## src/sv/wsd_pkg.sv

```systemverilog
`default_nettype none
package wsd_pkg;

	// Header field masks and length codes.
	localparam logic [7:0] FinMask    = 8'h80;
	localparam logic [7:0] MaskFlag   = 8'h80;
	localparam logic [3:0] OpContinue = 4'd0;
	localparam logic [3:0] OpText     = 4'd1;
	localparam logic [3:0] OpClose    = 4'd8;
	localparam logic [6:0] LenCode16  = 7'd126;
	localparam logic [6:0] LenCode64  = 7'd127;
	localparam logic [3:0] ExtBytes16 = 4'd2;
	localparam logic [3:0] ExtBytes64 = 4'd8;

	// Event kinds on the result channel.
	localparam logic EvPayload = 1'b0;
	localparam logic EvClose   = 1'b1;

	// Parser phases.
	typedef enum logic [2:0] {
		PH_HDR1 = 3'd0,
		PH_HDR2 = 3'd1,
		PH_EXT  = 3'd2,
		PH_KEY  = 3'd3,
		PH_DATA = 3'd4
	} phase_t;

	// One result of a parse step.
	typedef struct packed {
		logic       has_result;
		logic       event_kind;
		logic [7:0] payload_byte;
		logic       frame_last;
		logic       message_final;
	} result_t;

endpackage
`default_nettype wire

```

## src/sv/websocket_frame_deframer.sv

```systemverilog
// WebSocket frame deframer, receive side. One received byte is taken per item on the
// byte_valid/byte_ready channel, and the block accepts one byte every clock while the result
// side keeps up. Each byte passes an input register, the header/payload parse logic, and a
// result register, and its result is presented from the result register. Header,
// length and mask key bytes give no result; text and continuation payload bytes come out
// unmasked with frame_last and message_final marks; other frames are consumed silently. A
// close frame gives one close event on its first header byte, and every later byte is
// accepted and ignored until reset. Only the low 32 bits of a 64-bit extended length are kept.
`default_nettype none
module websocket_frame_deframer (
	input  wire  logic       clk,
	input  wire  logic       arst_n,
	input  wire  logic       byte_valid,
	output logic             byte_ready,
	input  wire  logic [7:0] rx_byte,
	output logic             event_valid,
	input  wire  logic       event_ready,
	output logic             event_kind,
	output logic [7:0]       payload_byte,
	output logic             frame_last,
	output logic             message_final
);
	import wsd_pkg::*;

	logic       valid_s1;
	logic [7:0] rx_byte_s1;
	result_t    res;
	logic       can_load;
	logic       consume;

	// The staged byte leaves when it gives no result or the result register has room.
	assign consume    = valid_s1 && (!res.has_result || can_load);
	assign byte_ready = !valid_s1 || consume;

	// Input register.
	always_ff @(posedge clk or negedge arst_n) begin
		if (!arst_n) begin
			valid_s1 <= 1'b0;
		end else if (byte_ready) begin
			valid_s1 <= byte_valid;
		end
	end

	always_ff @(posedge clk) begin
		if (byte_valid && byte_ready) begin
			rx_byte_s1 <= rx_byte;
		end
	end

	wsd_parser u_parser (
		.clk        (clk),
		.arst_n     (arst_n),
		.step_en    (consume),
		.rx_byte_s1 (rx_byte_s1),
		.res        (res)
	);

	wsd_out_reg u_out (
		.clk           (clk),
		.arst_n        (arst_n),
		.load          (consume && res.has_result),
		.res           (res),
		.can_load      (can_load),
		.event_valid   (event_valid),
		.event_ready   (event_ready),
		.event_kind    (event_kind),
		.payload_byte  (payload_byte),
		.frame_last    (frame_last),
		.message_final (message_final)
	);

endmodule
`default_nettype wire

```

## src/sv/wsd_parser.sv

```systemverilog
`default_nettype none
module wsd_parser (
	input  wire                logic clk,
	input  wire                logic arst_n,
	input  wire                logic step_en,
	input  wire                logic [7:0] rx_byte_s1,
	output wsd_pkg::result_t   res
);
	import wsd_pkg::*;

	phase_t      phase_q, phase_d;
	logic [3:0]  ext_len_count_q, ext_len_count_d;
	logic [31:0] remaining_len_q, remaining_len_d;
	logic [31:0] mask_key_q, mask_key_d;
	logic [1:0]  mask_index_q, mask_index_d;
	logic        frame_fin_q, frame_fin_d;
	logic        frame_masked_q, frame_masked_d;
	logic        frame_deliver_q, frame_deliver_d;
	logic        closed_q, closed_d;

	logic [6:0]  len7;
	logic [3:0]  opcode;
	logic [3:0]  ext_next;
	logic [31:0] rem_dec;
	logic [7:0]  key_byte;
	phase_t      after_hdr;

	// Key byte for the current payload position, first key byte first.
	always_comb begin
		case (mask_index_q)
			2'd0:    key_byte = mask_key_q[31:24];
			2'd1:    key_byte = mask_key_q[23:16];
			2'd2:    key_byte = mask_key_q[15:8];
			default: key_byte = mask_key_q[7:0];
		endcase
	end

	assign len7     = rx_byte_s1[6:0];
	assign opcode   = rx_byte_s1[3:0];
	assign ext_next = ext_len_count_q - 4'd1;
	assign rem_dec  = remaining_len_q - 32'd1;

	// Next-state and result logic for one received byte.
	always_comb begin
		phase_d         = phase_q;
		ext_len_count_d = ext_len_count_q;
		remaining_len_d = remaining_len_q;
		mask_key_d      = mask_key_q;
		mask_index_d    = mask_index_q;
		frame_fin_d     = frame_fin_q;
		frame_masked_d  = frame_masked_q;
		frame_deliver_d = frame_deliver_q;
		closed_d        = closed_q;
		after_hdr       = PH_HDR1;
		res             = '0;
		if (!closed_q) begin
			case (phase_q)
				PH_HDR2: begin
					frame_masked_d  = rx_byte_s1[7];
					remaining_len_d = '0;
					if (len7 == LenCode16) begin
						ext_len_count_d = ExtBytes16;
						phase_d         = PH_EXT;
					end else if (len7 == LenCode64) begin
						ext_len_count_d = ExtBytes64;
						phase_d         = PH_EXT;
					end else begin
						ext_len_count_d = '0;
						remaining_len_d = {25'd0, len7};
						after_hdr = (len7 == 7'd0) ? PH_HDR1 : PH_DATA;
						if (rx_byte_s1[7]) begin
							mask_index_d = '0;
							phase_d      = PH_KEY;
						end else begin
							phase_d = after_hdr;
						end
					end
				end
				PH_EXT: begin
					remaining_len_d = {remaining_len_q[23:0], rx_byte_s1};
					ext_len_count_d = ext_next;
					if (ext_next == 4'd0) begin
						after_hdr = (remaining_len_d == 32'd0) ? PH_HDR1 : PH_DATA;
						if (frame_masked_q) begin
							mask_index_d = '0;
							phase_d      = PH_KEY;
						end else begin
							phase_d = after_hdr;
						end
					end
				end
				PH_KEY: begin
					mask_key_d = {mask_key_q[23:0], rx_byte_s1};
					if (mask_index_q == 2'd3) begin
						mask_index_d = '0;
						phase_d = (remaining_len_q == 32'd0) ? PH_HDR1 : PH_DATA;
					end else begin
						mask_index_d = mask_index_q + 2'd1;
					end
				end
				PH_DATA: begin
					mask_index_d    = mask_index_q + 2'd1;
					remaining_len_d = rem_dec;
					if (rem_dec == 32'd0) begin
						phase_d = PH_HDR1;
					end
					res.has_result    = frame_deliver_q;
					res.event_kind    = EvPayload;
					res.payload_byte  = rx_byte_s1 ^ (frame_masked_q ? key_byte : 8'd0);
					res.frame_last    = (rem_dec == 32'd0);
					res.message_final = frame_fin_q;
				end
				default: begin
					frame_fin_d     = |(rx_byte_s1 & FinMask);
					frame_deliver_d = (opcode == OpContinue) || (opcode == OpText);
					phase_d         = PH_HDR2;
					if (opcode == OpClose) begin
						closed_d          = 1'b1;
						res.has_result    = 1'b1;
						res.event_kind    = EvClose;
						res.message_final = 1'b1;
					end
				end
			endcase
		end
	end

	// State registers advance only when the item is consumed.
	always_ff @(posedge clk or negedge arst_n) begin
		if (!arst_n) begin
			phase_q         <= PH_HDR1;
			ext_len_count_q <= '0;
			remaining_len_q <= '0;
			mask_key_q      <= '0;
			mask_index_q    <= '0;
			frame_fin_q     <= 1'b0;
			frame_masked_q  <= 1'b0;
			frame_deliver_q <= 1'b0;
			closed_q        <= 1'b0;
		end else if (step_en) begin
			phase_q         <= phase_d;
			ext_len_count_q <= ext_len_count_d;
			remaining_len_q <= remaining_len_d;
			mask_key_q      <= mask_key_d;
			mask_index_q    <= mask_index_d;
			frame_fin_q     <= frame_fin_d;
			frame_masked_q  <= frame_masked_d;
			frame_deliver_q <= frame_deliver_d;
			closed_q        <= closed_d;
		end
	end

endmodule
`default_nettype wire

```

## src/sv/wsd_out_reg.sv

```systemverilog
`default_nettype none
module wsd_out_reg (
	input  wire              logic clk,
	input  wire              logic arst_n,
	input  wire              logic load,
	input  wire              wsd_pkg::result_t res,
	output logic             can_load,
	output logic             event_valid,
	input  wire              logic event_ready,
	output logic             event_kind,
	output logic [7:0]       payload_byte,
	output logic             frame_last,
	output logic             message_final
);
	import wsd_pkg::*;

	logic       valid_q;
	logic       kind_q;
	logic [7:0] byte_q;
	logic       last_q;
	logic       final_q;

	// The register takes a new result when empty or when its item leaves.
	assign can_load = !valid_q || event_ready;

	always_ff @(posedge clk or negedge arst_n) begin
		if (!arst_n) begin
			valid_q <= 1'b0;
		end else if (can_load) begin
			valid_q <= load;
		end
	end

	// Result payload.
	always_ff @(posedge clk) begin
		if (can_load && load) begin
			kind_q  <= res.event_kind;
			byte_q  <= res.payload_byte;
			last_q  <= res.frame_last;
			final_q <= res.message_final;
		end
	end

	assign event_valid   = valid_q;
	assign event_kind    = kind_q;
	assign payload_byte  = byte_q;
	assign frame_last    = last_q;
	assign message_final = final_q;

endmodule
`default_nettype wire

```

## config.mk

```make
export PLATFORM = sky130hd
export DESIGN_NAME = websocket_frame_deframer
export DESIGN_NICKNAME = d
export VERILOG_FILES = /design/src/sv/wsd_pkg.sv /design/src/sv/websocket_frame_deframer.sv /design/src/sv/wsd_parser.sv /design/src/sv/wsd_out_reg.sv
export SDC_FILE = /design/constraint.sdc
export NUM_CORES = 1
export LEC_CHECK = 0
export BUFFER_PORTS_ARGS = -buffer_cell sky130_fd_sc_hd__buf_2
export CAP_MARGIN = 20
export CORE_UTILIZATION = 45
export DETAILED_ROUTE_END_ITERATION = 12
export GPL_ROUTABILITY_DRIVEN = 0
export PLACE_DENSITY = 0.67
export SLEW_MARGIN = 0
export SYNTH_ARGS = -nofsm -noshare
export SYNTH_HDL_FRONTEND = slang
export SYNTH_SLANG_ARGS = --single-unit
```

## constraint.sdc

```tcl
create_clock -name clk -period 3.7 [get_ports clk]
set_input_delay 0.185 -clock clk [delete_from_list [all_inputs] [get_ports clk]]
set_output_delay 0.185 -clock clk [all_outputs]
set_load 0.01 [all_outputs]
```

==> impl_results.html <==
<table>
<tr><th>Metric</th><th>Value</th></tr>
<tr><th colspan="2">Outcome</th></tr>
<tr><td>Outcome</td><td>complete, no violations</td></tr>
<tr><th colspan="2">Synth</th></tr>
<tr><td>Yosys warning count</td><td>0</td></tr>
<tr><td>Post-synthesis cell type with the largest combined area</td><td>dfrtp_1</td></tr>
<tr><td>Sequential element share of the synthesized area</td><td>45.3%</td></tr>
<tr><td>Gate Count Post-Synth</td><td>601</td></tr>
<tr><td>Share of flip-flops with an asynchronous set or reset</td><td>80.6%</td></tr>
<tr><td>Post-Synthesis Net Count</td><td>622</td></tr>
<tr><td>Register bit total from synthesis</td><td>98</td></tr>
<tr><td>Average footprint of a synthesized cell</td><td>9.37 um2</td></tr>
<tr><td>EDFF count, synth</td><td>19</td></tr>
<tr><td>Yosys cell types</td><td>65</td></tr>
<tr><td>Flip-flop cell with the highest count after synthesis</td><td>dfrtp_1</td></tr>
<tr><td>Post-synthesis instance area</td><td>roughly 5600 um2</td></tr>
<tr><td>Biggest area contributors in the synthesized netlist</td><td>dfrtp_1 35%, edfxtp_1 10%, mux2_2 7.0%</td></tr>
<tr><td>Top-area cell type share of the netlist area</td><td>35.1%</td></tr>
<tr><th colspan="2">Placement</th></tr>
<tr><td>PortBufs</td><td>24</td></tr>
<tr><td>Dpl hpwl</td><td>9390 um</td></tr>
<tr><th colspan="2">STA</th></tr>
<tr><td>Final-report max-slew violation count</td><td>0</td></tr>
<tr><td>Maximum clock frequency</td><td>326 MHz</td></tr>
<tr><td>Share of the cycle needed by the critical path after routing</td><td>82.9%</td></tr>
<tr><td>Actual transition at the worst max-transition pin</td><td>approximately 0.96 ns</td></tr>
<tr><td>Final sum of negative setup slack</td><td>0 ns</td></tr>
<tr><td>Endpoints failing hold</td><td>0</td></tr>
<tr><td>RSZ-0062 raised after global routing</td><td>no</td></tr>
<tr><td>Remaining max-slew budget at the tightest pin</td><td>36.1%</td></tr>
<tr><td>Minimum clock period</td><td>3.07 ns</td></tr>
<tr><td>Final-report setup violation count</td><td>0</td></tr>
<tr><td>Worst clock skew on the final layout</td><td>0.00462 ns</td></tr>
<tr><th colspan="2">Die</th></tr>
<tr><td>Chip width</td><td>between 100 and 150 um</td></tr>
<tr><td>Starting utilization of the core area</td><td>46.5%</td></tr>
<tr><td>Number of core rows</td><td>40</td></tr>
<tr><td>Top-level I/O count</td><td>25</td></tr>
<tr><td>Area inside the core boundary</td><td>~12000 um2</td></tr>
<tr><td>Floorplan die area</td><td>around 13000 um2</td></tr>
<tr><td>Overall die height</td><td>between 100 and 150 um</td></tr>
<tr><th colspan="2">Global routing</th></tr>
<tr><td>Total routing usage reported by global routing</td><td>roughly 23%</td></tr>
<tr><td>Via count of the first global-routing pass</td><td>4531</td></tr>
<tr><td>Wire length of the first global-routing pass</td><td>23300 um</td></tr>
<tr><td>Number of antenna violations at the first check in global routing</td><td>0</td></tr>
<tr><td>Gr ovfl total</td><td>0</td></tr>
<tr><td>Maximum number of pins on one net before global-route repair</td><td>80</td></tr>
<tr><th colspan="2">Cells and area</th></tr>
<tr><td>Share of post-route cells with drive strength above 1</td><td>16.6%</td></tr>
<tr><td>Most common library cell in the layout ignoring fill and taps</td><td>dfrtp_1</td></tr>
<tr><td>Fin nets</td><td>631</td></tr>
<tr><td>Final Util</td><td>between 50% and 60%</td></tr>
<tr><td>Final antenna diode count</td><td>0</td></tr>
<tr><td>Synth-to-layout area growth</td><td>12.0%</td></tr>
<tr><td>Leading cell types in the layout, fill and taps excluded</td><td>79 x dfrtp_1, 75 x o21ai_0, 63 x nor2_1</td></tr>
<tr><th colspan="2">Clock tree</th></tr>
<tr><td>Clock tree from TritonCTS</td><td>built</td></tr>
<tr><td>Buffer depth of the longest clock path</td><td>2</td></tr>
<tr><td>Clock insertion delay at the later pin of the skew report</td><td>0.35 ns</td></tr>
<tr><td>CTS H-Tree Depth</td><td>3</td></tr>
<tr><td>Resized cells post-CTS</td><td>0</td></tr>
<tr><td>Number of sinks handled by clock tree synthesis</td><td>98</td></tr>
<tr><td>Library cell used as clock root buffer</td><td>clkbuf_16</td></tr>
<tr><td>Clock Pin Slew Worst Setup and Hold Paths</td><td>0.07 ns</td></tr>
<tr><td>Clock buffers created by TritonCTS</td><td>9</td></tr>
<tr><th colspan="2">Critical path</th></tr>
<tr><td>Critical path endpoint category</td><td>flip-flop</td></tr>
<tr><td>CP Max Fanout</td><td>10</td></tr>
<tr><td>Element type at the critical path start</td><td>flip-flop</td></tr>
<tr><td>WP data arrival</td><td>3.27 ns</td></tr>
<tr><td>Required time worst endpoint</td><td>~3.9 ns</td></tr>
<tr><td>Critical path class</td><td>flip-flop to flip-flop</td></tr>
<tr><th colspan="2">Pwr</th></tr>
<tr><td>Highest ir drop seen on vdd</td><td>around 0.26 mV</td></tr>
<tr><td>Power per Cell Area</td><td>686 nW/um2</td></tr>
<tr><td>Total Power Consumption</td><td>4.33 mW</td></tr>
<tr><td>Lkg Pwr</td><td>about 2.6 nW</td></tr>
<tr><th colspan="2">Drt</th></tr>
<tr><td>Total length of routed wires</td><td>about 14000 um</td></tr>
<tr><td>Wire length per cell</td><td>between 15 and 20 um</td></tr>
<tr><td>Vias per cell</td><td>6.04</td></tr>
<tr><td>Initial detailed-routing violation count</td><td>567</td></tr>
<tr><td>Total iterations of the first detailed-routing run</td><td>8</td></tr>
<tr><td>Via Count</td><td>4730</td></tr>
<tr><td>DRC Markers</td><td>0</td></tr>
<tr><td>DRT antenna net count</td><td>0</td></tr>
<tr><th colspan="2">Flow run</th></tr>
<tr><td>Maxcap violations</td><td>0</td></tr>
<tr><th colspan="2">Worst hold path</th></tr>
<tr><td>HP Class</td><td>input pin to flip-flop</td></tr>
</table>
cells by family after synthesis:
group,Yosys count,synth area share (%)
buf+inv,60,4.22
xor+xnor,17,2.64
mux,39,7.71
flops,98,45.3
simple gates,206,19.6
compound gates,172,18.6
fa+ha+maj,9,2.00
layer usage:
layer / part of all wire [%] / track usage [%] / vias to the layer above / wire length [um]
li1: - / - / 2232 / -
met1: 46 / 32.6 / 2307 / 6400
met2: 46 / 35.8 / 173 / 6420
met3: 5.4 / 3.51 / 18 / 751
met4: 1.8 / 9.09 / 0 / 254
met5: 0 / 0 / - / 0
cell type report:
class	instances	area, um2
fillers	1106	5800
multi-input cells	443	2860
flip-flops and latches	98	2550
repair buffers	44	333
clock buffers	11	243
well taps	168	210
clock inverters	5	61.3
inverters	14	52.6
per-stage QoR:
stage	hold slack [ns]	instance area [um2]	std cells	setup WS, ns
after CTS	0.00338	6270	781	0.635
after global placement	0.362	5870	757	0.761
after floorplan	-0.111	5630	601	0.902
final	0.0118	6310	783	0.632
after detailed placement	0.363	5900	758	0.646
after global routing	0.00439	6310	783	0.417
report_power, final:
part           total (mW)  leakage [nW]  switching [mW]  internal, mW
Clock               0.965         0.151           0.417         0.548
Sequential           1.68          1.24           0.351          1.33
Combinational        1.68          1.22            1.02         0.658
Total                4.33          2.61            1.79          2.54
state kept, by name, indices dropped and copies added, names as in the netlist:
signal	count
valid_s1	1
u_parser.frame_fin_q	1
u_parser.remaining_len_q	32
u_parser.frame_deliver_q	1
u_out.event_kind	1
u_out.message_final	1
u_parser.mask_index_q	2
u_parser.phase_q	3
rx_byte_s1	8
u_parser.mask_key_q	32
u_out.payload_byte	8
u_out.event_valid	1
u_parser.closed_q	1
u_out.frame_last	1
u_parser.ext_len_count_q	4
u_parser.frame_masked_q	1
worst paths after layout:
| kind | from | end | slack (ns) | cells after the start |
|---|---|---|---|---|
| min | rx_byte[0] | rx_byte_s1[0] | 0.01 | 1 |
| max reg2reg | u_parser.remaining_len_q[0] | u_out.frame_last | 0.63 | 9 |
| min in group asynchronous | arst_n | u_parser.mask_key_q[22] | 0.32 | 2 |
| min reg2reg | u_parser.mask_key_q[30] | u_parser.mask_key_q[30] | 0.52 | 1 |
| max in group asynchronous | arst_n | u_parser.remaining_len_q[29] | 2.80 | 3 |
| max | u_parser.remaining_len_q[0] | u_out.frame_last | 0.63 | 9 |
worst max-delay path, cell delays in order, from the launching register on:
cell       delay [ns]
dfrtp_1          0.47
inv_1            0.14
ha_1             0.33
or4b_1           0.56
nor4_4           0.39
o2111ai_1        0.16
nand3b_1         0.11
nand4_1          0.13
or4_1            0.51
nor2_1           0.11
repair_timing:
| action | 4_1_cts | 5_1_grt |
|---|---|---|
| hold buffers | 7 | 1 |
| buffers inserted | 0 | 0 |
| hold endpoints to repair | 7 | 33 |
cells in the mapped netlist, types with 7 or more instances:
master	number
dfrtp_1	79
o21ai_0	75
nor2_1	63
clkbuf_1	41
nand2_1	39
mux2_2	35
a21oi_1	33
edfxtp_1	19
nor4_1	19
nor3_1	15
inv_1	14
a22oi_1	12
xnor2_1	10
ha_1	9
nand2b_1	9
a222oi_1	8
a32oi_1	8
nand4_1	7
xor2_1	7
(Power assumes the default switching activity.)
